## src/rtl/vmos_pkg.sv

```systemverilog
package vmos_pkg;

    localparam int STACK_DEPTH_DEF = 64;
    localparam int WORD_BITS_DEF   = 32;

    localparam int FIELD_BITS      = 32;
    localparam int DEPTH_OUT_BITS  = 7;
    localparam int OFFSET_BITS     = 6;

    localparam logic [3:0] OP_PUSH      = 4'd0;
    localparam logic [3:0] OP_PUSH_PAIR = 4'd1;
    localparam logic [3:0] OP_POP       = 4'd2;
    localparam logic [3:0] OP_POP_PAIR  = 4'd3;
    localparam logic [3:0] OP_DROP      = 4'd4;
    localparam logic [3:0] OP_DROP_PAIR = 4'd5;
    localparam logic [3:0] OP_PEEK      = 4'd6;
    localparam logic [3:0] OP_DUP       = 4'd7;
    localparam logic [3:0] OP_CLEAR     = 4'd8;

    localparam logic [1:0] ST_OK        = 2'd0;
    localparam logic [1:0] ST_OVERFLOW  = 2'd1;
    localparam logic [1:0] ST_UNDERFLOW = 2'd2;
    localparam logic [1:0] ST_BOUNDS    = 2'd3;

    typedef struct packed {
        logic [3:0]             operation;
        logic [FIELD_BITS-1:0]  value_in;
        logic [FIELD_BITS-1:0]  address_in;
        logic [OFFSET_BITS-1:0] peek_offset;
    } item_t;

    typedef struct packed {
        logic [1:0]                status;
        logic [FIELD_BITS-1:0]     value_out;
        logic [FIELD_BITS-1:0]     address_out;
        logic [DEPTH_OUT_BITS-1:0] depth_out;
    } result_t;

endpackage

```

## src/rtl/vm_operand_stack_top.sv

```systemverilog
// Operand stack: one operation per beat, one result beat per operation.
// A result is loaded by the respond step. Push, drop, drop pair, clear, unused codes and refused
// operations go from execute straight to respond; pop, peek, dup and push pair pass one more step, pop pair two.
// Items are taken one at a time, in steps: accept, execute and respond, plus the extra steps above;
// a stalled result beat holds the respond step, and no new item is taken until it is done.
// Reset clears the depth, the sequencer and the result valid; the stack RAM is not cleared.
module vm_operand_stack_top
    import vmos_pkg::*;
#(
    parameter int STACK_DEPTH = STACK_DEPTH_DEF,
    parameter int WORD_BITS   = WORD_BITS_DEF
)
(
    input  logic    clk,
    input  logic    rst_n,
    input  logic    item_valid,
    output logic    item_ready,
    input  item_t   item,
    output logic    result_valid,
    input  logic    result_ready,
    output result_t result
);

    localparam int AW = $clog2(STACK_DEPTH);

    logic                 wr_en;
    logic [AW-1:0]        wr_addr;
    logic [WORD_BITS-1:0] wr_data;
    logic [AW-1:0]        rd_addr;
    logic [WORD_BITS-1:0] rd_data;

    vmos_ctrl #(
        .STACK_DEPTH (STACK_DEPTH),
        .WORD_BITS   (WORD_BITS)
    ) u_ctrl (
        .clk          (clk),
        .rst_n        (rst_n),
        .item_valid   (item_valid),
        .item_ready   (item_ready),
        .item         (item),
        .result_valid (result_valid),
        .result_ready (result_ready),
        .result       (result),
        .wr_en        (wr_en),
        .wr_addr      (wr_addr),
        .wr_data      (wr_data),
        .rd_addr      (rd_addr),
        .rd_data      (rd_data)
    );

    vmos_ram #(
        .DEPTH (STACK_DEPTH),
        .WIDTH (WORD_BITS)
    ) u_ram (
        .clk     (clk),
        .wr_en   (wr_en),
        .wr_addr (wr_addr),
        .wr_data (wr_data),
        .rd_addr (rd_addr),
        .rd_data (rd_data)
    );

endmodule

```

## src/rtl/vmos_ram.sv

```systemverilog
module vmos_ram
    import vmos_pkg::*;
#(
    parameter int DEPTH = STACK_DEPTH_DEF,
    parameter int WIDTH = WORD_BITS_DEF,
    localparam int AW = $clog2(DEPTH)
)
(
    input  logic             clk,
    input  logic             wr_en,
    input  logic [AW-1:0]    wr_addr,
    input  logic [WIDTH-1:0] wr_data,
    input  logic [AW-1:0]    rd_addr,
    output logic [WIDTH-1:0] rd_data
);

    logic [WIDTH-1:0] mem [DEPTH];

    always_ff @(posedge clk)
    begin
        if (wr_en)
        begin
            mem[wr_addr] <= wr_data;
        end
    end

    always_ff @(posedge clk)
    begin
        rd_data <= mem[rd_addr];
    end

endmodule

```

## src/rtl/vmos_ctrl.sv

```systemverilog
module vmos_ctrl
    import vmos_pkg::*;
#(
    parameter int STACK_DEPTH = STACK_DEPTH_DEF,
    parameter int WORD_BITS   = WORD_BITS_DEF,
    localparam int AW = $clog2(STACK_DEPTH)
)
(
    input  logic                 clk,
    input  logic                 rst_n,
    input  logic                 item_valid,
    output logic                 item_ready,
    input  item_t                item,
    output logic                 result_valid,
    input  logic                 result_ready,
    output result_t              result,
    output logic                 wr_en,
    output logic [AW-1:0]        wr_addr,
    output logic [WORD_BITS-1:0] wr_data,
    output logic [AW-1:0]        rd_addr,
    input  logic [WORD_BITS-1:0] rd_data
);

    localparam int DW = $clog2(STACK_DEPTH + 1);
    localparam int CW = (DW > OFFSET_BITS) ? DW : OFFSET_BITS;
    localparam logic [DW-1:0] DEPTH_FULL = DW'(STACK_DEPTH);
    localparam logic [DW:0]   DEPTH_LIMIT = (DW + 1)'(STACK_DEPTH);

    typedef enum logic [2:0] {
        S_IDLE,
        S_EXEC,
        S_PAIRW,
        S_POP2,
        S_RDV,
        S_DUPW,
        S_RESP
    } state_t;

    state_t                state_reg, state_next;
    item_t                 item_reg, item_next;
    logic [DW-1:0]         depth_reg, depth_next;
    logic [1:0]            status_reg, status_next;
    logic [FIELD_BITS-1:0] vout_reg, vout_next;
    logic [FIELD_BITS-1:0] aout_reg, aout_next;
    result_t               out_reg, out_next;
    logic                  out_valid_reg, out_valid_next;

    logic                  full, pair_full, empty, below_two, peek_oob;
    logic [CW-1:0]         peek_index;

    assign full       = (depth_reg == DEPTH_FULL);
    assign pair_full  = ({1'b0, depth_reg} + (DW + 1)'(2)) > DEPTH_LIMIT;
    assign empty      = (depth_reg == '0);
    assign below_two  = (depth_reg < DW'(2));
    assign peek_oob   = CW'(item_reg.peek_offset) >= CW'(depth_reg);
    assign peek_index = CW'(depth_reg) - CW'(item_reg.peek_offset) - CW'(1);

    assign item_ready   = (state_reg == S_IDLE);
    assign result_valid = out_valid_reg;
    assign result       = out_reg;

    always_comb
    begin
        state_next     = state_reg;
        item_next      = item_reg;
        depth_next     = depth_reg;
        status_next    = status_reg;
        vout_next      = vout_reg;
        aout_next      = aout_reg;
        out_next       = out_reg;
        out_valid_next = out_valid_reg;
        wr_en          = 1'b0;
        wr_addr        = depth_reg[AW-1:0];
        wr_data        = WORD_BITS'(item_reg.value_in);
        rd_addr        = AW'(depth_reg - DW'(1));

        if (out_valid_reg && result_ready)
        begin
            out_valid_next = 1'b0;
        end

        unique case (state_reg)
            S_IDLE:
            begin
                if (item_valid)
                begin
                    item_next  = item;
                    state_next = S_EXEC;
                end
            end
            S_EXEC:
            begin
                status_next = ST_OK;
                vout_next   = '0;
                aout_next   = '0;
                state_next  = S_RESP;
                unique case (item_reg.operation)
                    OP_PUSH:
                    begin
                        if (full)
                        begin
                            status_next = ST_OVERFLOW;
                        end
                        else
                        begin
                            wr_en      = 1'b1;
                            depth_next = depth_reg + DW'(1);
                        end
                    end
                    OP_PUSH_PAIR:
                    begin
                        if (pair_full)
                        begin
                            status_next = ST_OVERFLOW;
                        end
                        else
                        begin
                            wr_en      = 1'b1;
                            depth_next = depth_reg + DW'(1);
                            state_next = S_PAIRW;
                        end
                    end
                    OP_POP:
                    begin
                        if (empty)
                        begin
                            status_next = ST_UNDERFLOW;
                        end
                        else
                        begin
                            depth_next = depth_reg - DW'(1);
                            state_next = S_RDV;
                        end
                    end
                    OP_POP_PAIR:
                    begin
                        if (below_two)
                        begin
                            status_next = ST_UNDERFLOW;
                        end
                        else
                        begin
                            depth_next = depth_reg - DW'(2);
                            state_next = S_POP2;
                        end
                    end
                    OP_DROP:
                    begin
                        if (empty)
                        begin
                            status_next = ST_UNDERFLOW;
                        end
                        else
                        begin
                            depth_next = depth_reg - DW'(1);
                        end
                    end
                    OP_DROP_PAIR:
                    begin
                        if (below_two)
                        begin
                            status_next = ST_UNDERFLOW;
                        end
                        else
                        begin
                            depth_next = depth_reg - DW'(2);
                        end
                    end
                    OP_PEEK:
                    begin
                        if (peek_oob)
                        begin
                            status_next = ST_BOUNDS;
                        end
                        else
                        begin
                            rd_addr    = peek_index[AW-1:0];
                            state_next = S_RDV;
                        end
                    end
                    OP_DUP:
                    begin
                        if (empty)
                        begin
                            status_next = ST_BOUNDS;
                        end
                        else if (full)
                        begin
                            status_next = ST_OVERFLOW;
                        end
                        else
                        begin
                            state_next = S_DUPW;
                        end
                    end
                    OP_CLEAR:
                    begin
                        depth_next = '0;
                    end
                    default:
                    begin
                    end
                endcase
            end
            S_PAIRW:
            begin
                // The address word goes on top of the function word.
                wr_en      = 1'b1;
                wr_data    = WORD_BITS'(item_reg.address_in);
                depth_next = depth_reg + DW'(1);
                state_next = S_RESP;
            end
            S_POP2:
            begin
                // Depth already dropped by two, so it now points at the function word.
                aout_next  = FIELD_BITS'(rd_data);
                rd_addr    = depth_reg[AW-1:0];
                state_next = S_RDV;
            end
            S_RDV:
            begin
                vout_next  = FIELD_BITS'(rd_data);
                state_next = S_RESP;
            end
            S_DUPW:
            begin
                wr_en      = 1'b1;
                wr_data    = rd_data;
                depth_next = depth_reg + DW'(1);
                state_next = S_RESP;
            end
            S_RESP:
            begin
                if (!out_valid_reg || result_ready)
                begin
                    out_next.status      = status_reg;
                    out_next.value_out   = vout_reg;
                    out_next.address_out = aout_reg;
                    out_next.depth_out   = DEPTH_OUT_BITS'(depth_reg);
                    out_valid_next       = 1'b1;
                    state_next           = S_IDLE;
                end
            end
            default:
            begin
                state_next = S_IDLE;
            end
        endcase
    end

    always_ff @(posedge clk or negedge rst_n)
    begin
        if (!rst_n)
        begin
            state_reg     <= S_IDLE;
            item_reg      <= '0;
            depth_reg     <= '0;
            status_reg    <= ST_OK;
            vout_reg      <= '0;
            aout_reg      <= '0;
            out_reg       <= '0;
            out_valid_reg <= 1'b0;
        end
        else
        begin
            state_reg     <= state_next;
            item_reg      <= item_next;
            depth_reg     <= depth_next;
            status_reg    <= status_next;
            vout_reg      <= vout_next;
            aout_reg      <= aout_next;
            out_reg       <= out_next;
            out_valid_reg <= out_valid_next;
        end
    end

`ifndef SYNTHESIS
    a_depth_bound: assert property (@(posedge clk) disable iff (!rst_n)
        depth_reg <= DEPTH_FULL)
        else $error("stack depth exceeds capacity");

    a_write_at_top: assert property (@(posedge clk) disable iff (!rst_n)
        wr_en |-> (wr_addr == depth_reg[AW-1:0]) && !full)
        else $error("stack write away from the top slot");

    a_accept_exec: assert property (@(posedge clk) disable iff (!rst_n)
        (item_valid && item_ready) |=> (state_reg == S_EXEC))
        else $error("accepted beat not executed");

    a_refused_zero: assert property (@(posedge clk) disable iff (!rst_n)
        (state_reg == S_RESP && status_reg != ST_OK) |-> (vout_reg == '0 && aout_reg == '0))
        else $error("refused operation returns data");

    a_load_from_resp: assert property (@(posedge clk) disable iff (!rst_n)
        $rose(out_valid_reg) |-> $past(state_reg) == S_RESP)
        else $error("result beat loaded outside the response step");
`endif

endmodule
```

## config.mk

```make
export PLATFORM = sky130hd
export DESIGN_NAME = vm_operand_stack_top
export DESIGN_NICKNAME = d
export VERILOG_FILES = /design/src/rtl/vmos_pkg.sv /design/src/rtl/vm_operand_stack_top.sv /design/src/rtl/vmos_ram.sv /design/src/rtl/vmos_ctrl.sv
export SDC_FILE = /design/constraint.sdc
export NUM_CORES = 2
export LEC_CHECK = 0
export BUFFER_PORTS_ARGS = -buffer_cell sky130_fd_sc_hd__buf_2
export CAP_MARGIN = 30
export CORE_ASPECT_RATIO = 1.5
export CORE_UTILIZATION = 60
export CTS_BUF_LIST = sky130_fd_sc_hd__clkbuf_16
export CTS_CLUSTER_SIZE = 20
export DETAILED_ROUTE_END_ITERATION = 12
export HOLD_SLACK_MARGIN = 0.03
export PLACE_DENSITY = 0.77
export SLEW_MARGIN = 10
export SYNTH_ARGS = -nofsm -noshare
export SYNTH_HDL_FRONTEND = slang
export SYNTH_SLANG_ARGS = --single-unit
```

## constraint.sdc

```tcl
create_clock -name clk -period 4.8 [get_ports clk]
set_clock_uncertainty 0.15 [all_clocks]
set_input_delay 0.48 -clock clk [delete_from_list [all_inputs] [get_ports clk]]
set_output_delay 0.48 -clock clk [all_outputs]
set_load 0.1 [all_outputs]
```

Yosys cells after proc, flatten, opt, wreduce, memory -nomap -nowiden
Memory sizes are Yosys's and may differ from the RTL's. A register that Yosys moved wholly into a read port is not among the register bits.
Cells that the tools add are included.
{"block": "totals", "ff_bits": 224, "mem_bits_rw": 2048, "inputBits": 78, "out_inout_bits": 75, "wordCells": 101, "n_memories": 1}
{"block": "op_classes", "n_addsub": 6, "order_cmp": 3, "eq_ne": 22, "muxes": 38, "reduce_logical": 17}
{"memory": "u_ram.mem", "words": 64, "width": 32, "read_ports": 1, "rd_clocked_by_memory_dff": 1, "write_ports": 1, "line_no": "vmos_ram.sv:17", "rtl": "logic [WIDTH-1:0] mem [DEPTH];"}
{"operator": "$pmux 32 s2", "count": 3}
{"operator": "$pmux 7 s5", "count": 1}
{"operator": "$pmux 3 s5", "count": 2}
{"operator": "$mux 7", "count": 4}
{"operator": "$eq 4x3->1 const B", "count": 4}
{"operator": "$mux 3", "count": 5}
{"operator": "$mux 2", "count": 7}
{"operator": "$pmux 7 s2", "count": 1}
{"operator": "$mux 6", "count": 2}
{"operator": "$ne 3x3->1 const B", "count": 4}
{"operator": "$pmux 2 s6", "count": 1}
{"operator": "$pmux 6 s2", "count": 1}
{"operator": "$eq 3x3->1 const B", "count": 3}
{"operator": "$mux 1", "count": 9}
{"operator": "$add 7x2->8 const B", "count": 1}
{"operator": "$eq 4x2->1 const B", "count": 2}
{"operator": "$gt 8x7->1 const B", "count": 1}
{"operator": "$add 7x1->7 const B", "count": 1}
{"operator": "$eq 7x7->1 const B", "count": 1}
{"operator": "$ge 6x7->1", "count": 1}
{"operator": "$logic_not 7->1", "count": 1}
{"operator": "$lt 7x2->1 const B", "count": 1}
{"operator": "$sub 7x1->7 const B", "count": 1}
{"operator": "$sub 7x2->7 const B", "count": 1}
{"operator": "20 further kinds", "count": 28}

Depth between registers and ports, before layout
{"block": "depth", "depth_word": 7, "ltp_mapped": 18, "mapped_depth_nobuf": 14}

Modules after synthesis
Synthesis repeated with hierarchy kept, for this count alone.
{"block": "unflattened", "hier_cells": 4219, "area_unflattened_um2": 88722.6}
{"module": "vmos_ram", "instances": 1, "cells_per_inst": 3324, "area_per_inst_um2": 78515.3, "seq_area_each_um2": 62139.6}
{"module": "vmos_ctrl", "instances": 1, "cells_per_inst": 895, "area_per_inst_um2": 10207.3, "seq_area_each_um2": 5605.4}

Least setup slack after synthesis
OpenSTA, ideal clock, no wires.
{"block": "synth_timing", "kind": "flip-flop to flip-flop", "startpoint": "register u_ctrl.depth_reg[0]", "endpoint": "memory u_ram.mem[40][0] in the netlist's numbering, enable pin", "arrival_time_ns": 3.778, "t_required_ns": 4.229, "setup_slack_ns": 0.451, "path_stages_with_launch": 12, "n_path_buf": 1, "synth_period_minus_slack_ns": 4.349, "path_cell_list": "dfrtp_1 buf_2 clkinv_1 ha_1 or3b_1 nor3_1 and2_1 mux2_2 o31ai_1 and2_1 nand3_1 nor2_1"}
{"block": "synth_between", "elab_chain_cells": 7, "word_cells_on_any_way": 9, "cone_classes": "add/sub (1); order compare (1); eq/ne (1); mux (6)"}
{"item": "start, declared", "line_no": "vmos_ctrl.sv:41", "rtl": "logic [DW-1:0] depth_reg, depth_next;"}
{"item": "start signal, assigned", "line_no": "vmos_ctrl.sv:268", "rtl": "depth_reg <= depth_next;"}
{"item": "$add 7x2->8", "line_no": "vmos_ctrl.sv:52", "rtl": "assign pair_full = ({1'b0, depth_reg} + (DW + 1)'(2)) > DEPTH_LIMIT;"}
{"item": "$gt 8x7->1", "line_no": "vmos_ctrl.sv:52"}
{"item": "$mux 1", "line_no": "vmos_ctrl.sv:112", "rtl": "if (pair_full)"}
{"item": "$pmux 1 s2", "line_no": "vmos_ctrl.sv:97", "rtl": "unique case (item_reg.operation)"}
{"item": "$pmux 1 s2", "line_no": "vmos_ctrl.sv:82", "rtl": "unique case (state_reg)"}
{"item": "$mux 1", "line_no": "vmos_ram.sv:21", "rtl": "if (wr_en)"}
{"item": "$mux 1 (implied by the code)", "line_no": "vmos_ram.sv:23", "rtl": "mem[wr_addr] <= wr_data;"}
{"item": "end, declared", "line_no": "vmos_ram.sv:17"}
Several ways; a longest one is shown, not always the timed one.

Final worst setup path
{"block": "layout_timing", "startpoint": "register u_ctrl.depth_reg[1]", "endpoint": "register u_ram.rd_data[8] (read register of u_ram.mem)"}
{"block": "layout_between", "elab_chain_cells": 5, "word_cells_on_any_way": 7, "cone_classes": "add/sub (3); order compare (1); mux (3)"}
{"item": "$sub 6x6->6", "line_no": "vmos_ctrl.sv:56", "rtl": "assign peek_index = CW'(depth_reg) - CW'(item_reg.peek_offset) - CW'(1);"}
{"item": "$sub 6x1->6", "line_no": "vmos_ctrl.sv:56"}
{"item": "$mux 6", "line_no": "vmos_ctrl.sv:171", "rtl": "if (peek_oob)"}
{"item": "$mux 6", "line_no": "vmos_ctrl.sv:97"}
{"item": "$pmux 6 s2 (*)", "line_no": "vmos_ctrl.sv:82"}
{"item": "end, declared", "line_no": "vmos_ram.sv:14", "rtl": "output logic [WIDTH-1:0] rd_data"}
Every way passes the cells marked *; elsewhere a longest branch is shown, timed or not.
A chain may end at the register's enable or synchronous reset.

==> reports/metrics.cfg <==
[timing]
setup_viol = 0
fin_ws_ns = 0.232
period_minus_slack_ns = 4.57
tightest_slew_ns = 0.984
report.final.slew_viol_count = 0
fin_tns_setup_ns = 0
slew_headroom_pct = 34.4
max_freq_ghz = 0.219
hold-worst-slack_ns = 0.165
grt_setup_unrepaired = no
finalCritPeriodShare_pct = 95.2
finalHoldViolCount = 0

[setup_path]
path_buf_inv = 2
slowest_stage = and3_4
worstSetupEndpointType = register
slowest_delay_ns = 0.84
startpoint_type = register
worstPathRequired_ns = 5.34
path_cells = inv_1 -> ha_1 -> a211oi_2 -> o32ai_2 -> o21ai_0 -> and3_4 -> buf_12 -> mux2i_1 -> mux2i_1 -> a32oi_1 -> and3_1 -> nand4_1
cp_top_family = simple AND/OR/NAND/NOR gates
worst_path_most_repeated_cell = mux2i_1
crit_path_max_fanout = 44
worstPathArrival_ns = 5.11
worstSetupPathType = reg2reg

[final_layout]
syn2layout_area_growth_pct = 13.8
drive_gt1_share_pct = 14.7
largest_reg_flops = 2048
nets = 6853
design_area_sq_um = 104000

[grt]
grt_pass1_vias = 57500
grt_max_degree = 187
gr-usage-all-layers_pct = 34.2
grt_pass1_wl_mm = 378
grt-ovfl-total = 0
antenna_found_initial = 12

[placed_design]
place_ws_ns = 0.400
io_buffer_count = 152
place_congestion = 0.930
dpl-instance-area_sq_um = 96700
hpwl_mm = 150

[detailed_routing]
final_antenna_net_count = 0
firstDrtPassIters = 6
avgViaCountPerCell = 6.63
drcViolationCount = 0
drt-initial-drc-count = 8203
vias = 58700
wire_per_inst_um = 29.8
wirelength_mm = 264

[clocking]
htree_levels = 4
clock_path_buffers = 3
cts_made_buffers = 190
cts.repair_timing.setup_buffer_count = 0
cts_root_buf = clkbuf_16
path_clk_slew_ns = 0.07
clk_latency_ns = 0.85
cts_sinks = 2304
cts_tree = built

[logic_synthesis]
yosysMostFrequentCell = edfxtp_1
syn-num-nets = 6551
async_flop_share_pct = 9.72
syn_area_sq_um = 91100
synth_area_leaders = edfxtp_1, nand2_1, dfrtp_1, nand3_1, mux2i_1
syn-instance-count = 6454
synth_top_cell_area_share_pct = 67.5
synthFlopType = edfxtp_1
synth_sequential_area_ratio_pct = 74.4
syn-mean-instance-area_sq_um = 14.1
yosysWarnings = 0
ys_seq_elements = 2304
ys_types = 75
synth_largest_area_cell = edfxtp_1
synth-edff-count = 2048
ys_top_cells_by_count = edfxtp_1, nand2_1, nand3_1

[floorplanning]
die-area_sq_um = 153000
start_util_pct = 60.6
die_h_um = 479
core-area_sq_um = 150000
io_pins = 153
fp.dieW_um = 320
row_count = 174

[pwr]
clock_power_share_pct = 19.1
power_uw = 80700
p_int_uw = 46100
pwr-share-seq_pct = 35.9
cellPowerDensity_nw_per_um2 = 779
switching_share_pct = 42.9
leakage_uw = 0.0369
peakVddDrop_v = 0.000753
p_switching_uw = 34600
combPwrFrac_pct = 45.0

[run]
maxCapViolCount = 0

[status]
status = completed

[min_path]
worstHoldPathType = in2async

==> per-layer routing <==
metal	GRT usage, %	part of all wire [%]	wire, um
met1	40.7	33	86700
met2	55.5	48	126000
met3	6.76	11	27700
met4	25.9	8.8	23300
met5	0	0.049	129
==> kinds of logic (layout without fill, tap and decap cells) <==
kind of cell	Yosys count	after routing	synth area share [%]
adders and majority gates	19	19	0.269
buffers and inverters	420	881	2.04
DFF	2304	2304	74.4
other	0	2	0
AOI/OAI and AO/OA	468	468	4.27
xor gates and xnor gates	13	13	0.125
muxes	499	499	5.67
and+or+nand+nor	2731	2731	13.2
==> what timing repair did <==
item | 4_1_cts | 5_1_grt
resized for setup | 0 | 0
endpoints found under the setup margin | 0 | 0
hold endpoints to repair | 202 | 0
hold buffers | 76 | 0
==> power by group through the flow <==
stage,Sequential [uW],Combinational (uW),Clock (uW)
detailed placement,29300,35200,0
CTS,28900,35500,15400
finish,29000,36300,15400
global route,29000,38300,16200
global placement,29300,34000,0
floorplan,30700,20400,0
==> final timing paths <==
| kind | from | cells after the start | slack [ns] | endpoint |
|---|---|---|---|---|
| max | u_ctrl.depth_reg[1] | 12 | 0.23 | u_ram.rd_data[8] |
| min | rst_n | 2 | 0.16 | u_ctrl.result[17] |
| max reg2reg | u_ctrl.depth_reg[1] | 12 | 0.23 | u_ram.rd_data[8] |
| min reg2reg | u_ctrl.aout_reg[15] | 2 | 0.32 | u_ctrl.aout_reg[15] |
| max in group asynchronous | rst_n | 3 | 3.02 | u_ctrl.depth_reg[6] |
| min in group clk | item_valid | 3 | 0.21 | u_ctrl.item_reg[28] |
==> placed cells by master (no fill, tap or decap), types with 18 or more instances in the layout <==
master / count
a21oi_1: 25
a221oi_1: 126
a221oi_2: 30
a22o_1: 34
a22oi_1: 43
a31oi_1: 72
a32o_1: 32
and3_1: 69
and4_1: 58
buf_12: 106
buf_2: 151
buf_4: 178
bufinv_16: 19
clkbuf_16: 193
clkinv_1: 35
clkinv_2: 29
dfrtp_1: 223
dfxtp_1: 32
dlygate4sd3_1: 76
edfxtp_1: 2048
ha_1: 18
inv_1: 59
mux2_2: 138
mux2i_1: 359
nand2_1: 1538
nand2_2: 32
nand3_1: 847
nand4_1: 37
nor2_4: 71
o21ai_0: 29
o41ai_1: 30
==> worst reg2reg max path, cell delays in order, from the launching register on <==
cell and delay (ns):
dfrtp_1 0.38, inv_1 0.28, ha_1 0.33, a211oi_2 0.25
o32ai_2 0.22, o21ai_0 0.58, and3_4 0.84, buf_12 0.32
mux2i_1 0.22, mux2i_1 0.15, a32oi_1 0.24, and3_1 0.35
nand4_1 0.13
==> through the flow <==
step | cells | util (%)
global placement | 8414 | 64.3
floorplan | 6454 | -
global route | 8852 | 69.0
finish | 8853 | 69.0
detailed placement | 8424 | 64.4
CTS | 8851 | 69.0
==> cell type report <==
cell class | instances | area [sq um]
Antenna cell | 2 | 5.00
Clock buffer | 193 | 4830
Clock inverter | 158 | 1310
Fill cell | 9518 | 46600
Inverter | 16 | 60.1
Multi-Input combinational cell | 3730 | 22200
Sequential cell | 2304 | 67700
Tap cell | 1936 | 2420
Timing Repair Buffer | 514 | 5040
Power figures use the tool's default switching activity.
